[config.mk]
export PLATFORM = sky130hd
export DESIGN_NAME = median_of_set_unit
export DESIGN_NICKNAME = d
export VERILOG_FILES = /design/src/hw/rtl/mos_pkg.sv /design/src/hw/rtl/mos_ctrl.sv /design/src/hw/rtl/mos_dpath.sv /design/src/hw/rtl/median_of_set_unit.sv
export SDC_FILE = /design/constraint.sdc
export NUM_CORES = 2
export LEC_CHECK = 0
export ABC_AREA = 1
export ABC_CLOCK_PERIOD_IN_PS = 7400
export BUFFER_PORTS_ARGS = -buffer_cell sky130_fd_sc_hd__buf_2
export CAP_MARGIN = 20
export CORE_ASPECT_RATIO = 1.1
export CORE_MARGIN = 4
export CORE_UTILIZATION = 64
export DETAILED_ROUTE_END_ITERATION = 10
export PLACE_DENSITY = 0.8
export SYNTH_ARGS = -nofsm -noshare
export SYNTH_HDL_FRONTEND = slang
export SYNTH_SLANG_ARGS = --single-unit
[constraint.sdc]
create_clock -name i_clk -period 7.4 [get_ports i_clk]
set_input_delay 0.74 -clock i_clk [delete_from_list [all_inputs] [get_ports i_clk]]
set_output_delay 0.74 -clock i_clk [all_outputs]
set_load 0.05 [all_outputs]
[src/hw/rtl/mos_pkg.sv]
// ----------------------------------------------------------------------------
// mos_pkg
// shared types and constants for the median-of-set unit
// ----------------------------------------------------------------------------
package mos_pkg;

    localparam int MAX_SAMPLES  = 64;
    localparam int SAMPLE_WIDTH = 32;
    localparam int ADDR_W       = $clog2(MAX_SAMPLES);
    localparam int COUNT_W      = $clog2(MAX_SAMPLES + 1);

    typedef struct packed {
        logic signed [SAMPLE_WIDTH-1:0] sample;
        logic                           has_sample;
        logic                           last;
    } t_in_item;

    typedef struct packed {
        logic signed [SAMPLE_WIDTH-1:0] median_value;
        logic [COUNT_W-1:0]             sample_count;
        logic                           overflowed;
    } t_out_item;

    typedef enum logic [2:0] {
        S_IDLE,
        S_DECIDE,
        S_SH_RD,
        S_SH_CMP,
        S_PLACE,
        S_CLOSE,
        S_LO,
        S_HI
    } t_state;

    // controller to datapath
    typedef struct packed {
        logic load;
        logic rd_shift;
        logic shift_step;
        logic place;
        logic mark_ovf;
        logic rd_lo;
        logic rd_hi;
        logic cap_lo;
        logic emit;
    } t_cmd;

    // datapath to controller
    typedef struct packed {
        logic               has_sample;
        logic               last;
        logic               full;
        logic               pos_zero;
        logic               pos_one;
        logic               gt;
        logic               count_zero;
        logic               count_odd;
        logic               ovf;
        logic [COUNT_W-1:0] count;
    } t_sts;

endpackage

[src/hw/rtl/mos_ctrl.sv]
// ----------------------------------------------------------------------------
// mos_ctrl
// sequencer for insertion, overflow marking and median readout
// ----------------------------------------------------------------------------
module mos_ctrl
    import mos_pkg::*;
(
    input  logic   i_clk,
    input  logic   i_rst_n,
    input  logic   i_start,
    input  t_sts   i_sts,
    output t_cmd   o_cmd,
    output logic   o_busy
);

    t_state r_state;
    t_state n_state;

    always_ff @(posedge i_clk) begin
        if (!i_rst_n) begin
            r_state <= S_IDLE;
        end else begin
            r_state <= n_state;
        end
    end

    always_comb begin
        n_state = r_state;
        o_cmd   = '0;
        unique case (r_state)
            S_IDLE: begin
                if (i_start) begin
                    o_cmd.load = 1'b1;
                    n_state    = S_DECIDE;
                end
            end
            S_DECIDE: begin
                n_state = i_sts.last ? S_CLOSE : S_IDLE;
                if (i_sts.has_sample) begin
                    if (i_sts.full) begin
                        o_cmd.mark_ovf = 1'b1;
                    end else if (i_sts.pos_zero) begin
                        o_cmd.place = 1'b1;
                    end else begin
                        o_cmd.rd_shift = 1'b1;
                        n_state        = S_SH_CMP;
                    end
                end
            end
            S_SH_RD: begin
                o_cmd.rd_shift = 1'b1;
                n_state        = S_SH_CMP;
            end
            S_SH_CMP: begin
                if (i_sts.gt) begin
                    o_cmd.shift_step = 1'b1;
                    n_state          = i_sts.pos_one ? S_PLACE : S_SH_RD;
                end else begin
                    o_cmd.place = 1'b1;
                    n_state     = i_sts.last ? S_CLOSE : S_IDLE;
                end
            end
            S_PLACE: begin
                o_cmd.place = 1'b1;
                n_state     = i_sts.last ? S_CLOSE : S_IDLE;
            end
            S_CLOSE: begin
                if (i_sts.count_zero) begin
                    o_cmd.emit = 1'b1;
                    n_state    = S_IDLE;
                end else if (i_sts.count_odd) begin
                    o_cmd.rd_hi = 1'b1;
                    n_state     = S_HI;
                end else begin
                    o_cmd.rd_lo = 1'b1;
                    n_state     = S_LO;
                end
            end
            S_LO: begin
                o_cmd.cap_lo = 1'b1;
                o_cmd.rd_hi  = 1'b1;
                n_state      = S_HI;
            end
            S_HI: begin
                o_cmd.emit = 1'b1;
                n_state    = S_IDLE;
            end
            default: begin
                n_state = S_IDLE;
            end
        endcase
    end

    assign o_busy = (r_state != S_IDLE);

endmodule

[src/hw/rtl/mos_dpath.sv]
// ----------------------------------------------------------------------------
// mos_dpath
// sorted sample store, insertion pointer, count and median arithmetic
// ----------------------------------------------------------------------------
module mos_dpath
    import mos_pkg::*;
(
    input  logic      i_clk,
    input  logic      i_rst_n,
    input  t_in_item  i_item,
    input  t_cmd      i_cmd,
    output t_sts      o_sts,
    output t_out_item o_result,
    output logic      o_result_valid
);

    logic signed [SAMPLE_WIDTH-1:0] mem [MAX_SAMPLES];

    logic signed [SAMPLE_WIDTH-1:0] r_x;
    logic                           r_has;
    logic                           r_last;
    logic [ADDR_W-1:0]              r_pos;
    logic [COUNT_W-1:0]             r_count;
    logic                           r_ovf;
    logic signed [SAMPLE_WIDTH-1:0] r_rdata;
    logic signed [SAMPLE_WIDTH-1:0] r_lo;
    t_out_item                      r_result;
    logic                           r_valid;

    logic [ADDR_W-1:0]              rd_addr;
    logic                           rd_en;
    logic [ADDR_W-1:0]              half_n;
    logic signed [SAMPLE_WIDTH:0]   sum;
    logic signed [SAMPLE_WIDTH:0]   sum_adj;
    logic signed [SAMPLE_WIDTH-1:0] median;

    assign half_n = r_count[COUNT_W-1:1];
    assign rd_en  = i_cmd.rd_shift | i_cmd.rd_lo | i_cmd.rd_hi;

    always_comb begin
        if (i_cmd.rd_shift) begin
            rd_addr = r_pos - ADDR_W'(1);
        end else if (i_cmd.rd_lo) begin
            rd_addr = half_n - ADDR_W'(1);
        end else begin
            rd_addr = half_n;
        end
    end

    // store: one write and one registered read per cycle
    always_ff @(posedge i_clk) begin
        if (i_cmd.shift_step) begin
            mem[r_pos] <= r_rdata;
        end else if (i_cmd.place) begin
            mem[r_pos] <= r_x;
        end
        if (rd_en) begin
            r_rdata <= mem[rd_addr];
        end
    end

    // (lo + hi) / 2 rounded toward zero, one guard bit for the sum
    assign sum     = {r_lo[SAMPLE_WIDTH-1], r_lo} + {r_rdata[SAMPLE_WIDTH-1], r_rdata};
    assign sum_adj = sum + (SAMPLE_WIDTH+1)'(sum[SAMPLE_WIDTH] & sum[0]);

    always_comb begin
        if (r_count == '0) begin
            median = '0;
        end else if (r_count[0]) begin
            median = r_rdata;
        end else begin
            median = sum_adj[SAMPLE_WIDTH:1];
        end
    end

    // payload registers
    always_ff @(posedge i_clk) begin
        if (i_cmd.load) begin
            r_x    <= i_item.sample;
            r_has  <= i_item.has_sample;
            r_last <= i_item.last;
            r_pos  <= r_count[ADDR_W-1:0];
        end else if (i_cmd.shift_step) begin
            r_pos  <= r_pos - ADDR_W'(1);
        end
        if (i_cmd.cap_lo) begin
            r_lo <= r_rdata;
        end
        if (i_cmd.emit) begin
            r_result.median_value <= median;
            r_result.sample_count <= r_count;
            r_result.overflowed   <= r_ovf;
        end
    end

    // control state
    always_ff @(posedge i_clk) begin
        if (!i_rst_n) begin
            r_count <= '0;
            r_ovf   <= 1'b0;
            r_valid <= 1'b0;
        end else begin
            r_valid <= i_cmd.emit;
            if (i_cmd.emit) begin
                r_count <= '0;
                r_ovf   <= 1'b0;
            end else begin
                if (i_cmd.place) begin
                    r_count <= r_count + COUNT_W'(1);
                end
                if (i_cmd.mark_ovf) begin
                    r_ovf <= 1'b1;
                end
            end
        end
    end

    assign o_sts.has_sample = r_has;
    assign o_sts.last       = r_last;
    assign o_sts.full       = (r_count == COUNT_W'(MAX_SAMPLES));
    assign o_sts.pos_zero   = (r_pos == '0);
    assign o_sts.pos_one    = (r_pos == ADDR_W'(1));
    assign o_sts.gt         = (r_rdata > r_x);
    assign o_sts.count_zero = (r_count == '0);
    assign o_sts.count_odd  = r_count[0];
    assign o_sts.ovf        = r_ovf;
    assign o_sts.count      = r_count;

    assign o_result       = r_result;
    assign o_result_valid = r_valid;

endmodule

[src/hw/rtl/median_of_set_unit.sv]
// ----------------------------------------------------------------------------
// median_of_set_unit
// median of a set of signed samples kept in a sorted store
// ----------------------------------------------------------------------------
// per item: one without sample is only loaded; on an empty store the sample is placed,
//   on a full one it is dropped and the overflow flag set, else each larger kept entry is
//   read and shifted up first; a new item is taken only back in idle; a last item then reads
//   the middle entry or entries if any; the strobe rises in the cycle after the emit
// reset: synchronous active low; clears count, overflow flag and sequencer, not the store
// the result strobe is one cycle wide and cannot be held off by the receiver
module median_of_set_unit
    import mos_pkg::*;
(
    input  logic      i_clk,
    input  logic      i_rst_n,
    input  logic      start,
    output logic      busy,
    input  t_in_item  i_item,
    output t_out_item o_result,
    output logic      o_result_valid
);

    // command and status between sequencer and datapath
    t_cmd cmd;
    t_sts sts;

    // sequencer: accepts an item when idle, walks the insertion shift,
    // then reads the one or two middle entries on the last item of a non-empty set
    mos_ctrl u_ctrl (
        .i_clk   (i_clk),
        .i_rst_n (i_rst_n),
        .i_start (start),
        .i_sts   (sts),
        .o_cmd   (cmd),
        .o_busy  (busy)
    );

    // datapath: sorted store, insertion pointer, count, overflow flag,
    // and the half-sum for even counts
    mos_dpath u_dpath (
        .i_clk          (i_clk),
        .i_rst_n        (i_rst_n),
        .i_item         (i_item),
        .i_cmd          (cmd),
        .o_sts          (sts),
        .o_result       (o_result),
        .o_result_valid (o_result_valid)
    );

    // a result comes only from an emit in the previous cycle
    a_valid_from_emit: assert property (@(posedge i_clk) disable iff (!i_rst_n)
        o_result_valid |-> $past(cmd.emit))
        else $error("result strobe without emit");

    // the set restarts together with the result
    a_restart: assert property (@(posedge i_clk) disable iff (!i_rst_n)
        o_result_valid |-> (sts.count_zero && !sts.ovf && !busy))
        else $error("store not restarted after result");

    // the count never passes capacity
    a_count_cap: assert property (@(posedge i_clk) disable iff (!i_rst_n)
        sts.count <= COUNT_W'(MAX_SAMPLES))
        else $error("kept count beyond capacity");

endmodule

* After elaboration in Yosys (flattened, before gate mapping)
Memories as Yosys holds them, arrays and structs flattened. A register that Yosys moved wholly into a read port is not among the register bits.
Cells that the tools add are included.
W data, S select, Z words.
** Word-level totals
- Flip-flop bits (word level) :: 124
- Bits in writable memories :: 2048
- Input port bits :: 37
- Output and inout bits :: 42
- Logic and storage cells :: 84
- Memories kept :: 1
** Memories
- u_dpath.mem :: words 64, width 32, rd ports 1, clocked after Yosys merged registers in 1, write ports 1, line mos_dpath.sv:17 : logic signed [SAMPLE_WIDTH-1:0] mem [MAX_SAMPLES];
** Cells by class
- $add $sub $neg :: 5
- Order comparisons :: 1
- Eq/ne operators :: 10
- Multiplexer cells :: 44
- Bitwise gates (word level) :: 5
- Reduce and logical (&&, ||, !) cells :: 6
** Operators by type and width (number)
- $mux W32 :: 2
- $add A32 B32 Y33 :: 1
- $add A33 B33 Y33 :: 1
- $gt A32 B32 Y1 :: 1
- $mux W3 :: 8
- $mux W6 :: 4
- $pmux W3 S8 :: 1
- $mux W1 :: 23
- $eq A3 B3 Y1 const B :: 4
- $sub A6 B1 Y6 const B :: 2
- $add A7 B1 Y7 const B :: 1
- $eq A7 B7 Y1 const B :: 1
- $logic_not A7 Y1 :: 1
- $eq A3 B2 Y1 const B :: 2
- $eq A6 B1 Y1 const B :: 1
- $logic_not A6 Y1 :: 1
- $pmux W1 S2 :: 3
- $mux W2 :: 2
- $eq A3 B1 Y1 const B :: 1
- $logic_not A3 Y1 :: 1
- $or A1 B1 Y1 :: 3
- $pmux W1 S3 :: 1
- $reduce_bool A3 Y1 :: 1
- $ne A2 B2 Y1 const B :: 1
- other kinds (4) :: 4

* Logic depth before layout (Yosys ltp)
- Depth after elaboration :: 9
- Depth in mapped cells :: 29
- Mapped depth without buffers :: 29

* Modules after synthesis
From an unflattened synthesis, not the netlist that was laid out.
** Second synthesis, totals
- Cells, all modules :: 7097
- Area total of the unflattened synthesis :: 91835.6 um2
** Modules (own cells, without submodules)
- mos_dpath :: times used 1, cells each 7026, area an instance 91490.2 um2, sequential area each 66003.3 um2
- mos_ctrl :: times used 1, cells each 71, area an instance 345.3 um2, sequential area each 60.1 um2

* Worst setup path after synthesis
Ideal clock, no wire load.
- Path kind :: reg-to-reg
- Start point :: register u_dpath.r_count[0]
- End point :: memory u_dpath.mem[0][30] (data pin)
- Library setup time :: 702 ps
- Arrival :: 4745 ps
- Data required time :: 6698 ps
- Slack :: 1953 ps
- Cell stages (with the launch flop) :: 11
- Buffers on the path :: 2
- Clock period less this slack :: 5447 ps
- Cell sequence :: dfxtp_1 -> inv_1 -> clkbuf_1 -> ha_1 -> inv_1 -> nor2_2 -> nand3_1 -> a41oi_1 -> nand2_1 -> clkbuf_1 -> o21ai_0
** Between the ends
- Longest elaborated chain between the ends :: 8
** RTL lines
- from (decl) :: line mos_dpath.sv:23 : logic [COUNT_W-1:0] r_count;
- from (signal assigned) :: line mos_dpath.sv:109 : r_count <= r_count + COUNT_W'(1);
- $eq A7 B7 Y1 :: line mos_dpath.sv:120 : assign o_sts.full = (r_count == COUNT_W'(MAX_SAMPLES));
- $mux W1 :: line mos_ctrl.sv:40 : if (i_sts.full) begin
- $mux W2 :: line mos_ctrl.sv:39 : if (i_sts.has_sample) begin
- $pmux W1 S3 :: line mos_ctrl.sv:30 : unique case (r_state)
- $mux W1 :: line mos_dpath.sv:54 : end else if (i_cmd.place) begin
- $mux W1 :: line mos_dpath.sv:52 : if (i_cmd.shift_step) begin
- $mux W1 (not written as such) :: line mos_dpath.sv:55 : mem[r_pos] <= r_x;
- $mux W32 (no line)
- to (decl) :: line mos_dpath.sv:17
Every way passes these cells.

* Worst setup path in the final report
- Start point :: register u_dpath.r_count[0]
- End point :: register u_dpath.r_rdata[15], read port of u_dpath.mem (data pin)
** Between the ends
- Longest elaborated chain between the ends :: 6
- Elaborated cells between the ends (all ways) :: 14
- Those cells by class :: eq/ne (1); mux (10); bitwise (2); reduce/logical (1)
** RTL lines
- $eq A7 B7 Y1 :: line mos_dpath.sv:120
- $mux W1 :: line mos_ctrl.sv:40
- $mux W1 :: line mos_ctrl.sv:39
- $pmux W1 S2 :: line mos_ctrl.sv:30
- $or A1 B1 Y1 (2 in series) :: line mos_dpath.sv:38 : assign rd_en = i_cmd.rd_shift | i_cmd.rd_lo | i_cmd.rd_hi;
- to (decl) :: line mos_dpath.sv:25 : logic signed [SAMPLE_WIDTH-1:0] r_rdata;
Several ways; a longest one is shown, not always the timed one.
A chain may end at the register's enable or synchronous reset.

==> metrics.md <==
| Metric | Value |
|---|---|
| Register area share after synthesis | between 60% and 70% |
| Nets | slightly above 9000 |
| Slew @ Worst Pin | around 1.2 ns |
| Clock Pin Slew Worst Setup and Hold Paths | about 0.060 ns |
| H-tree depth | 4 |
| Rows | about 150 |
| Largest net degree at the start of global routing | between 200 and 250 |
| Port Buffers | 78 |
| DRT Pass-1 Iters | 6 |
| Leakage | between 0.04 and 0.05 uW |
| Total I/O pin count | a little under 80 |
| DIE HEIGHT | 424 um |
| Insertion delay to the later sink of the worst-skew pair | approximately 0.87 ns |
| Post-Synth XOR/XNOR Area | less than 1% |
| Max clock buf depth | 3 |
| Routed length per instance | approximately 25 um |
| Detailed Route Iter0 Violations | between 10000 and 15000 |
| Critical path type | register to register |
| HP Start | i_item[1] |
| Worst Path Buf+Inv | 4 |
| Mapped Area | roughly 0.1 mm2 |
| Worst VDD drop | between 0.2 and 0.25 mV |
| Starting Density | roughly 65% |
| CTS tree | built |
| RSZ-0062 raised after global routing | no |
| Worst slew margin | between 10% and 20% |
| Post-Syn Area per Cell | 10.8 um2 |
| Clock root buffer master | clkbuf_16 |
| Placement Setup Slack | around 2.2 ns |
| Crit-path max FO | between 100 and 150 |
| Clk_skew | 0.0329 ns |
| CP startpoint | u_dpath.r_count[0]$_SDFFE_PP0P_ |
| Cells after synthesis | 9345 |
| #FFs+latches synth | 2204 |
| Post-synthesis adder-cell area fraction | less than 1% |
| Total number of clock tree sinks | 2204 |
| Worst path required time | 8.07 ns |
| Global-route wire length before repair | 428000 um |
| GRT Overall Usage | about a third |
| Hold crit path type | input pin to register |
| Critical path arrival | 5.99 ns |
| Synth Area in Compound Gates | less than 1% |
| Die X | 386 um |
| Max-slew violation count | 0 |
| Synth cell types | 45 |
| Status | completed |
| Total Neg Setup Slack | 0 ns |
| TritonCTS buffer count | between 200 and 250 |
| Crit Reg-Reg Startpoint | u_dpath.r_count[0]$_SDFFE_PP0P_ |
| Syn. warnings | 0 |
| Postcts setup bufs | 0 |
| Commonest cells after routing, fill and taps aside | 2205 x nand3_1, 2192 x edfxtp_1, 1612 x nand2_1 |
| Crit path cell chain | buf_4 > inv_1 > ha_1 > inv_1 > nor2_2 > nand3_2 > nand3_2 > nand2_1 > nand2_1 > nand2_8 > nand2_8 > buf_12 > nand2_1 > nand3_1 > nand3_1 > nand3_1 > nand3_1 > nand3_1 > nand2_1 |
| Slowest stage delay, CP | approximately 0.65 ns |
| Final period util | between 70% and 80% |
| DR DRC count | 0 |
| Antenna-violating nets left | 0 |
| Max Fclk | about 190 MHz |
| Worst Setup End Kind | register |
| Layout cell share with drive strength beyond 1 | 7.00% |
| Initial antenna violation count | 9 |
| Hold_buf cts | 0 |
| Layout area overhead | 9.58% |
| Critical path startpoint category | register |
| Antenna cells | 0 |
| Vias in the first global route | 69300 |
| Min Tclk post-route | between 5 and 6 ns |
| Post-DR vias/cell | approximately 6.3 |
| Post-cts sizing count | 0 |
| Syn nets | 9454 |
| Total gr overflow | 0 |
| Final Hold Viols | 0 |
| Combinational family with the most area after synthesis | simple AND/OR/NAND/NOR gates |
| Worst setup slack after layout | 2.08 ns |
| Post-Synth Simple-Gate Area | 24.5% |
| Pwr/cell area | ~310 mW/mm2 |
| Max_cap viols | 0 |
| DIE AREA | around 0.16 mm2 |
| Post-synthesis mux area share | 0% |
| Core footprint | 0.156 mm2 |
| Via count | 72400 |
| Crit-path leading delay family | simple AND/OR/NAND/NOR gates |
| Drt total wl | 292000 um |
| CP dominant cell by count | nand3_1 |
| Worst path slowest cell | nand2_8 |
| Gpl congestion | between 1 and 1.5 |
| # setup viols final | 0 |
| DP HPWL | about 160000 um |
| Commonest non-fill, non-tap cell in the layout | nand3_1 |
where the power goes:
part / leakage, uW / switching [uW] / internal (uW)
registers: 0.0198 / 101 / 14900
logic: 0.0204 / 6790 / 1980
clock network: 0.00332 / 4640 / 6020
total: 0.0436 / 11500 / 22900
layer usage:
metal	track usage, %	up-vias	wire (um)
met5	0	-	68
met4	21.5	10	19500
met3	8.51	901	36400
met2	54.0	5055	135000
met1	45.4	34600	101000
li1	-	31800	-
final timing paths:
| kind | to | slack, ns | cells past startpoint |
|---|---|---|---|
| max | u_dpath.r_rdata[15]$_DFFE_PP_ | 2.08 | 19 |
| min | u_dpath.r_has$_DFFE_PP_ | 0.06 | 1 |
| max reg2reg | u_dpath.r_rdata[15]$_DFFE_PP_ | 2.08 | 19 |
| min reg2reg | u_dpath.o_result[0]$_DFFE_PP_ | 0.48 | 0 |
synthesized netlist by cell type (all sizes together):
master	count	area [um2]
clkbuf	158	593
dfxtp	12	240
fa	1	20.0
and3	1	6.26
nor4	1	6.26
and2	3	18.8
nand3b	874	6560
nand4	23	144
nor3	17	96.4
nor2	173	686
a31oi	4	25.0
nand2	1620	6120
nand3	2208	11100
o21bai	1	7.51
xor2	18	158
o21ai	69	349
edfxtp	2192	65800
or2	2	12.5
ha	71	888
a41oi	1	8.76
buf	419	2140
a21boi	1	7.51
a21oi	89	445
a211o	1	8.76
inv	1369	5140
a21o	2	15.0
o211ai	1	7.51
a211oi	1	7.51
xnor2	13	114
state kept, by name (all words and copies together), names as in the netlist:
name	count
u_dpath.mem	2048
u_dpath.o_result	40
u_dpath.r_lo	32
u_dpath.r_rdata	32
u_dpath.r_x	32
u_dpath.r_count	7
u_dpath.r_pos	6
u_ctrl.r_state	3
u_dpath.o_result_valid	1
u_dpath.r_has	1
u_dpath.r_last	1
u_dpath.r_ovf	1
cell type report:
cell class              count  area [um2]
clock buffers             257        5560
clock inverters           133        1200
fillers                 10400       45800
inverters                1369        5150
multi-input cells        5195       27500
flip-flops and latches   2204       66100
well taps                2079        2600
repair buffers            266        2340
logic make-up after synthesis:
group	after synthesis
buffers and inverters	1946
adders and majority gates	72
xor gates and xnor gates	31
and+or+nand+nor	4922
AOI/OAI and AO/OA	170
DFF	2204
through the flow:
stage	hold slack (ns)	power, uW	cell area, um2	utilization [%]	instances
floorplan	0.403	20400	101000	-	9345
global placement	0.469	23500	103000	66.2	11100
detailed placement	0.486	23700	104000	66.3	11100
CTS	0.0135	34100	110000	70.6	11500
global route	0.0241	35500	110000	70.7	11500
finish	0.0639	34400	110000	70.7	11500
Note: power is estimated with default switching activity, not from simulation.
